**src/rtl/core/epts_pkg.sv**
```systemverilog
// Shared constants and types for the effective priority thread scheduler.
package epts_pkg;
    localparam int SLOTS_DEF = 16;
    localparam logic [30:0] WRAP_RESET = 31'd1048576;
    localparam logic [1:0] REQ_ADD   = 2'd0;
    localparam logic [1:0] REQ_TICK  = 2'd1;
    localparam logic [1:0] REQ_SLEEP = 2'd2;
    localparam logic [1:0] REQ_WAKE  = 2'd3;
    localparam logic [1:0] ERR_OK    = 2'd0;
    localparam logic [1:0] ERR_EMPTY = 2'd1;
    localparam logic [1:0] ERR_BUSY  = 2'd2;
    localparam logic [1:0] ERR_NOCUR = 2'd3;
    localparam logic [1:0] MODE_READY = 2'd0;
    localparam logic [1:0] MODE_RUN   = 2'd1;
    localparam logic [1:0] MODE_SLEEP = 2'd2;
    typedef logic [1:0] t_mode;
endpackage

```
**src/rtl/core/effective_priority_thread_scheduler_core.sv**
```systemverilog
// Top level: sequenced thread scheduler over a slot table.
// channel  | dir | handshake
// in       | in  | i_valid / o_ready, fields i_req_type..i_channel
// out      | out | o_valid / i_ready, fields o_current_slot..o_error_code
// cfg      | in  | i_cfg_we / i_cfg_wdata (wrap_limit)
// Scan and wrap passes visit one slot per cycle through a shared compare/add
// unit. A sleep with no running thread skips the scan; a wake walks the sleep
// queue newest to oldest and then packs it.
// Synchronous active-low reset clears control and used/mode bits only.
// Input not ready from transfer until the cycle after the result transfers.
module effective_priority_thread_scheduler_core (
    input  logic        i_clk,
    input  logic        i_rst_n,
    input  logic        i_valid,
    output logic        o_ready,
    input  logic [1:0]  i_req_type,
    input  logic [3:0]  i_thread_slot,
    input  logic [7:0]  i_base,
    input  logic [7:0]  i_boost,
    input  logic [31:0] i_channel,
    output logic        o_valid,
    input  logic        i_ready,
    output logic [3:0]  o_current_slot,
    output logic        o_current_valid,
    output logic        o_switched,
    output logic [4:0]  o_woken_count,
    output logic [1:0]  o_error_code,
    input  logic        i_cfg_we,
    input  logic [30:0] i_cfg_wdata
);
    import epts_pkg::*;
    localparam int SLOTS = SLOTS_DEF;
    localparam int SW = (SLOTS > 1) ? $clog2(SLOTS) : 1;
    localparam int CW = $clog2(SLOTS + 1);

    localparam logic [3:0] S_IDLE = 4'd0;
    localparam logic [3:0] S_CHG  = 4'd1;
    localparam logic [3:0] S_SCAN = 4'd2;
    localparam logic [3:0] S_WRAP = 4'd3;
    localparam logic [3:0] S_SEL  = 4'd4;
    localparam logic [3:0] S_WAKE = 4'd5;
    localparam logic [3:0] S_CMPC = 4'd6;
    localparam logic [3:0] S_PACK = 4'd7;
    localparam logic [3:0] S_OUT  = 4'd8;
    localparam logic [3:0] S_REL  = 4'd9;

    logic [3:0] r_state;
    logic [30:0] r_wrap;
    logic [SLOTS-1:0] r_used;
    t_mode r_mode [SLOTS];
    logic [7:0] r_base [SLOTS];
    logic [7:0] r_bst [SLOTS];
    logic [31:0] r_eff [SLOTS];
    logic [31:0] r_chan [SLOTS];
    logic [SW-1:0] r_q [SLOTS];
    logic [SLOTS-1:0] r_qdel;
    logic [CW-1:0] r_qcnt;
    logic [SW-1:0] r_run;
    logic r_rv;
    logic [1:0] r_req;
    logic [3:0] r_slot;
    logic [7:0] r_ibase, r_ibst;
    logic [31:0] r_ichan;
    logic [CW-1:0] r_i, r_keep;
    logic r_found, r_higher, r_sw;
    logic [SW-1:0] r_best;
    logic [31:0] r_bkey, r_rel;
    logic [4:0] r_woken;
    logic [1:0] r_err;
    logic r_ov;
    logic [SW-1:0] r_ocs;
    logic r_ocv;
    logic r_osw;
    logic [4:0] r_owk;
    logic [1:0] r_oerr;

    logic [SW-1:0] w_i;
    logic [SW-1:0] w_qs;
    logic [8:0] w_b;
    logic [7:0] w_bs;
    logic [31:0] w_key, w_new;
    assign w_i = r_i[SW-1:0];
    assign w_qs = r_q[w_i];
    assign w_b = {1'b0, r_bst[w_qs]} + {4'd0, r_woken};
    assign w_bs = w_b[8] ? 8'hFF : w_b[7:0];
    assign w_key = r_eff[w_i] ^ 32'h8000_0000;
    // wake adder: relative placement = base - sat(boost + woken) + rel
    assign w_new = {24'd0, r_base[w_qs]} - {24'd0, w_bs} + r_rel;

    assign o_ready = (r_state == S_IDLE) && !r_ov;
    assign o_valid = r_ov;
    assign o_current_slot = 4'(r_ocs);
    assign o_current_valid = r_ocv;
    assign o_switched = r_osw;
    assign o_woken_count = r_owk;
    assign o_error_code = r_oerr;

    always_ff @(posedge i_clk) begin
        if (!i_rst_n) begin
            r_state <= S_IDLE;
            r_wrap <= WRAP_RESET;
            r_used <= '0;
            for (int k = 0; k < SLOTS; k++) r_mode[k] <= MODE_READY;
            r_qcnt <= '0;
            r_run <= '0;
            r_rv <= 1'b0;
            r_ov <= 1'b0;
        end else begin
            if (i_cfg_we) r_wrap <= i_cfg_wdata;
            if (r_ov && i_ready) r_ov <= 1'b0;
            unique case (r_state)
                S_IDLE: begin
                    if (i_valid && o_ready) begin
                        r_req <= i_req_type; r_slot <= i_thread_slot;
                        r_ibase <= i_base; r_ibst <= i_boost; r_ichan <= i_channel;
                        r_woken <= '0; r_err <= ERR_OK; r_sw <= 1'b0;
                        r_higher <= 1'b0; r_found <= 1'b0; r_i <= '0;
                        r_rel <= r_rv ? r_eff[r_run] - ({24'd0, r_base[r_run]}
                                 - {24'd0, r_bst[r_run]}) : 32'd0;
                        unique case (i_req_type)
                            REQ_ADD: r_state <= S_SEL;
                            REQ_TICK: r_state <= S_CHG;
                            REQ_SLEEP: begin
                                if (!r_rv) begin
                                    r_err <= ERR_NOCUR; r_state <= S_OUT;
                                end else begin
                                    r_state <= S_CHG;
                                end
                            end
                            default: begin
                                r_i <= r_qcnt; r_qdel <= '0; r_state <= S_WAKE;
                            end
                        endcase
                    end
                end
                S_SEL: begin  // add
                    if ({1'b0, r_slot} >= 5'(SLOTS) || r_used[SW'(r_slot)]) begin
                        r_err <= ERR_BUSY;
                    end else begin
                        r_eff[SW'(r_slot)] <= r_rv ? ({24'd0, r_ibase} - {24'd0, r_ibst}
                                              + r_rel) : 32'd0;
                        r_used[SW'(r_slot)] <= 1'b1;
                        r_mode[SW'(r_slot)] <= MODE_READY;
                        r_base[SW'(r_slot)] <= r_ibase;
                        r_bst[SW'(r_slot)] <= r_ibst;
                    end
                    r_state <= S_OUT;
                end
                S_CHG: begin
                    if (r_req == REQ_SLEEP) begin
                        logic [7:0] nb;
                        nb = (r_ibst > r_bst[r_run]) ? r_ibst : r_bst[r_run];
                        r_bst[r_run] <= nb;
                        r_eff[r_run] <= {24'd0, r_base[r_run]} + {24'd0, nb};
                        r_chan[r_run] <= r_ichan;
                        r_mode[r_run] <= MODE_SLEEP;
                        if (r_qcnt < CW'(SLOTS)) begin
                            r_q[r_qcnt[SW-1:0]] <= r_run;
                            r_qcnt <= r_qcnt + 1'b1;
                        end
                    end else if (r_rv) begin
                        r_eff[r_run] <= r_eff[r_run] + {24'd0, r_base[r_run]}
                                        + ((r_bst[r_run] != 0) ? 32'd1 : 32'd0);
                        if (r_bst[r_run] != 0) r_bst[r_run] <= r_bst[r_run] - 1'b1;
                        r_mode[r_run] <= MODE_READY;
                    end
                    r_rv <= 1'b0;
                    r_i <= '0; r_found <= 1'b0;
                    r_state <= S_SCAN;
                end
                S_SCAN: begin
                    if (r_used[w_i] && r_mode[w_i] == MODE_READY
                        && (!r_found || w_key < r_bkey)) begin
                        r_found <= 1'b1; r_best <= w_i; r_bkey <= w_key;
                    end
                    if (r_i == CW'(SLOTS - 1)) begin
                        r_i <= '0;
                        r_state <= S_REL;
                    end else begin
                        r_i <= r_i + 1'b1;
                    end
                end
                S_REL: begin
                    if (!r_found) begin
                        r_err <= ERR_EMPTY; r_sw <= 1'b0; r_state <= S_OUT;
                    end else if (r_bkey >= ({1'b0, r_wrap} ^ 32'h8000_0000)) begin
                        r_state <= S_WRAP;
                    end else begin
                        r_run <= r_best; r_rv <= 1'b1; r_mode[r_best] <= MODE_RUN;
                        r_sw <= 1'b1; r_state <= S_OUT;
                    end
                end
                S_WRAP: begin
                    if (r_used[w_i] && r_mode[w_i] == MODE_READY)
                        r_eff[w_i] <= r_eff[w_i] - {1'b0, r_wrap};
                    if (r_i == CW'(SLOTS - 1)) begin
                        r_run <= r_best; r_rv <= 1'b1; r_mode[r_best] <= MODE_RUN;
                        r_sw <= 1'b1; r_state <= S_OUT;
                    end else begin
                        r_i <= r_i + 1'b1;
                    end
                end
                S_WAKE: begin  // newest to oldest, each entry stepped here and compared in S_CMPC
                    if (r_i == '0) begin
                        r_i <= '0; r_keep <= '0; r_state <= S_PACK;
                    end else begin
                        r_i <= r_i - 1'b1;
                        r_state <= S_CMPC;
                    end
                end
                S_CMPC: begin
                    if (r_chan[w_qs] == r_ichan) begin
                        r_woken <= r_woken + 1'b1;
                        r_bst[w_qs] <= w_bs;
                        r_eff[w_qs] <= w_new;
                        r_mode[w_qs] <= MODE_READY;
                        r_qdel[w_i] <= 1'b1;
                        if (!r_rv || ((w_new ^ 32'h8000_0000)
                                      < (r_eff[r_run] ^ 32'h8000_0000)))
                            r_higher <= 1'b1;
                    end
                    r_state <= S_WAKE;
                end
                S_PACK: begin
                    if (r_i == r_qcnt) begin
                        r_qcnt <= r_keep;
                        if (r_higher) begin
                            r_state <= S_CHG;
                        end else begin
                            r_state <= S_OUT;
                        end
                    end else begin
                        if (!r_qdel[w_i]) begin
                            r_q[r_keep[SW-1:0]] <= r_q[w_i];
                            r_keep <= r_keep + 1'b1;
                        end
                        r_i <= r_i + 1'b1;
                    end
                end
                S_OUT: begin
                    r_ov <= 1'b1;
                    r_ocs <= r_rv ? r_run : '0;
                    r_ocv <= r_rv;
                    r_osw <= r_sw;
                    r_owk <= r_woken;
                    r_oerr <= r_err;
                    r_state <= S_IDLE;
                end
                default: r_state <= S_IDLE;
            endcase
        end
    end
endmodule

```
**config.mk**
```make
export PLATFORM = sky130hd
export DESIGN_NAME = effective_priority_thread_scheduler_core
export DESIGN_NICKNAME = d
export VERILOG_FILES = /design/src/rtl/core/epts_pkg.sv /design/src/rtl/core/effective_priority_thread_scheduler_core.sv
export SDC_FILE = /design/constraint.sdc
export NUM_CORES = 2
export LEC_CHECK = 0
export BUFFER_PORTS_ARGS = -buffer_cell sky130_fd_sc_hd__buf_2
export CAP_MARGIN = 20
export CELL_PAD_IN_SITES_DETAIL_PLACEMENT = 1
export CELL_PAD_IN_SITES_GLOBAL_PLACEMENT = 1
export CORE_ASPECT_RATIO = 0.5
export CORE_MARGIN = 2
export CORE_UTILIZATION = 40
export CTS_CLUSTER_DIAMETER = 60
export DETAILED_ROUTE_END_ITERATION = 16
export GPL_TIMING_DRIVEN = 0
export PLACE_DENSITY_LB_ADDON = 0.1
export SETUP_SLACK_MARGIN = 0.05
export SYNTH_ARGS = -nofsm -noshare
export SYNTH_HDL_FRONTEND = slang
export SYNTH_SLANG_ARGS = --single-unit
```
**constraint.sdc**
```tcl
create_clock -name i_clk -period 13.63 [get_ports i_clk]
set_clock_uncertainty 0.05 [all_clocks]
set_input_delay 0.6815 -clock i_clk [delete_from_list [all_inputs] [get_ports i_clk]]
set_output_delay 0.6815 -clock i_clk [all_outputs]
set_load 0.01 [all_outputs]
```
==> results.yml <==
placed_design:
  port_buffers: 103
  dpl.hpwl_um: 243000
  gp_congestion: 0.928
floorplan:
  dieHeight_um: 328
  initial_core_util_pct: 40.4
  io_pins: 105
  dieArea_mm2: 0.214
  rows: 118
  core_area_mm2: 0.208
  dieWidth_um: 652
clocking:
  numCtsBuffers: 163
  cts.sinks: 1617
  clk_pin_slew_ns: 0.07
  clock_path_buffers: 4
  cts_tree: "built"
  cts_max_level: 4
  root_buffer: "clkbuf_16"
  clock_latency_ns: 0.86
grt:
  antenna_found_initial: 13
  grt_usage_pct: 30.4
  overflow: 0
  grt_pass1_wl_um: 467000
  grt_pass1_vias: 63012
  grt_start_max_net_pins: 38
detailed_routing:
  drc: 0
  routed_wl_um: 329000
  top_layer: "met5"
  wl_met2_um: 155000
  met1_length_um: 138000
  drtAntennaViolNets: 0
  dr.pass1.iters: 6
  route.met3.wl_um: 22300
  via_count: 60752
  dr.first_iter.drc_count: 6500
  vias_per_cell: 6.29
  wire_per_inst_um: 34.0
synth:
  synthXorXnorAreaFrac_pct: 2.37
  synth_top_family_by_area: "multiplexers"
  synth_enable_flop_cells: 1547
  synthTopCellsByArea: "edfxtp_1 55%, mux4_2 11%, ha_1 4.2%"
  synthMuxAreaShare_pct: 14.0
  yosys_warnings: 0
  synth_area_per_cell_um2: 13.3
  synth_compound_gate_area_share_pct: 10.1
  ys.flop_type: "edfxtp_1"
  yosysUniqueCellTypes: 94
  synth_seq_area_share_pct: 57.1
  async_reset_ff_share_pct: 0
  ys_ff_latch: 1617
  synthesis.area_mm2: 0.0839
  syn_inst: 6294
  yosysTopAreaCell: "edfxtp_1"
  synthAdderAreaFrac_pct: 4.48
  synthSimpleGateAreaFrac_pct: 9.14
  synth_nets: 6678
  synth_top_cell_area_share_pct: 55.4
worst_setup_path:
  critPathRequiredTime_ns: 14.12
  worstSetupStartpointType: "flop"
  crit_path_frequent_cell: "a21oi_1"
  arrival_ns: 13.34
  cp_max_fo: 37
  endpoint_kind: "flop"
  max_stage_delay_ns: 0.63
  reg2reg_depth: 52
  path_class: "reg2reg"
  cp_slowest_cell: "a2111oi_4"
sta:
  rsz0062_at_grt: "no"
  hold_viol_final: 0
  slew_violations: 0
  max_freq_ghz: 0.0778
  max_slew_margin_pct: 11.0
  tightest_slew_ns: 1.33
  setup_violations: 0
  timing.setup.tns_ns: 0
  min_period_ns: 12.85
  fin_crit_sh_pct: 94.3
hold_path:
  hp-class: "in2reg"
  holdPathStages: 3
cells_and_area:
  nets: 7168
  drive_above_1_share_pct: 17.1
  layout_common_cells: "1547 x edfxtp_1, 725 x nand2_1, 428 x mux4_2, 331 x a21oi_1, 303 x nor2_1"
  syn_to_final_growth_pct: 15.3
  final_common_cell: "edfxtp_1"
run_status:
  status: "completed"
flow_run:
  drv_cap: 0
cell type report:
cell class / instances / area [um2]
clock inverter: 62 / 533
clock buffer: 219 / 4400
antenna: 6 / 15.0
multi-input combinational: 4100 / 34100
timing repair buffer: 343 / 3880
sequential: 1617 / 47900
buffer: 350 / 1670
tap: 2760 / 3450
inverter: 209 / 788
fill: 20953 / 111000
metrics by stage:
| step | worst slack [ns] | cells | hold WS (ns) | util (%) | area, um2 |
|---|---|---|---|---|---|
| finish | 0.776 | 9666 | 0.0485 | 46.5 | 96700 |
| global route | 0.0588 | 9660 | 0.0356 | 46.5 | 96700 |
| CTS | 0.0511 | 9650 | 0.0106 | 46.4 | 96400 |
| detailed placement | -3.80 | 9325 | 0.357 | 43.7 | 90800 |
| global placement | -6.22 | 9157 | 0.356 | 42.3 | 87800 |
| floorplan | 1.70 | 6294 | 0.350 | - | 83900 |
synth_stat cells, types with 85 or more instances:
master and n:
edfxtp_1 1547, nand2_1 725, mux4_2 428, a21oi_1 350, nor2_1 333, ha_1 283
clkbuf_1 208, inv_1 207, nand3_1 194, mux2i_1 176, o21ai_0 153, xnor2_1 143
nor3_1 115, a21o_1 98, o211ai_1 85
worst max-delay path: cells and delay by family, from the launching register on:
| family | cells | cell delay [ns] |
|---|---|---|
| AO/OA/AOI/OAI | 27 | 6.35 |
| XOR/XNOR | 2 | 0.62 |
| adder cells (fa/ha/maj) | 4 | 1.21 |
| buffers and inverters | 6 | 1.69 |
| flip-flops | 1 | 0.32 |
| multiplexers | 1 | 0.56 |
| AND/OR/NAND/NOR | 12 | 1.64 |
flip-flops by register name (all words and copies together), names as in the netlist, 8 cells and up, named ones only:
register / flops
r_q: 64
r_ibase: 8
r_rel: 32
r_ichan: 32
r_chan: 512
r_bst: 128
r_eff: 512
r_mode: 32
r_qdel: 16
r_wrap: 31
r_ibst: 8
r_used: 16
r_bkey: 32
r_base: 128
repair_timing:
action | CTS | global route
hold buffers | 54 | 0
pin swaps | 2 | 2
endpoints found under the hold margin | 54 | 0
buffers inserted | 1 | 0
resized for setup | 58 | 54
setup endpoints to repair | 401 | 1
cells by family (layout without fill, tap and decap cells):
| kind of cell | after synthesis | after routing |
|---|---|---|
| AO/OA/AOI/OAI | 1258 | 1258 |
| XOR/XNOR | 227 | 227 |
| flip-flops | 1617 | 1617 |
| buffers and inverters | 577 | 1183 |
| adder cells (fa/ha/maj) | 294 | 294 |
| AND/OR/NAND/NOR | 1688 | 1688 |
| multiplexers | 633 | 633 |
| other | 0 | 6 |
per-layer routing:
| metal | up-vias | global-route usage [%] |
|---|---|---|
| li1 | 25566 | - |
| met1 | 32024 | 41.3 |
| met2 | 2570 | 49.7 |
| met3 | 578 | 4.61 |
| met4 | 14 | 11.1 |
| met5 | - | 0 |
path summary, 6_finish.rpt:
| kind | from | end | slack (ns) |
|---|---|---|---|
| worst max-delay path | flop | r_higher | 0.78 |
| worst max register to register | flop | r_higher | 0.78 |
| worst min register to register | r_sw | o_switched | 0.38 |
| worst min-delay path | i_cfg_wdata[27] | r_wrap[27] | 0.05 |
Power is left out: the tool's default activity adds up to more than one toggle a clock period on the data nets, which glitch-free logic cannot reach.
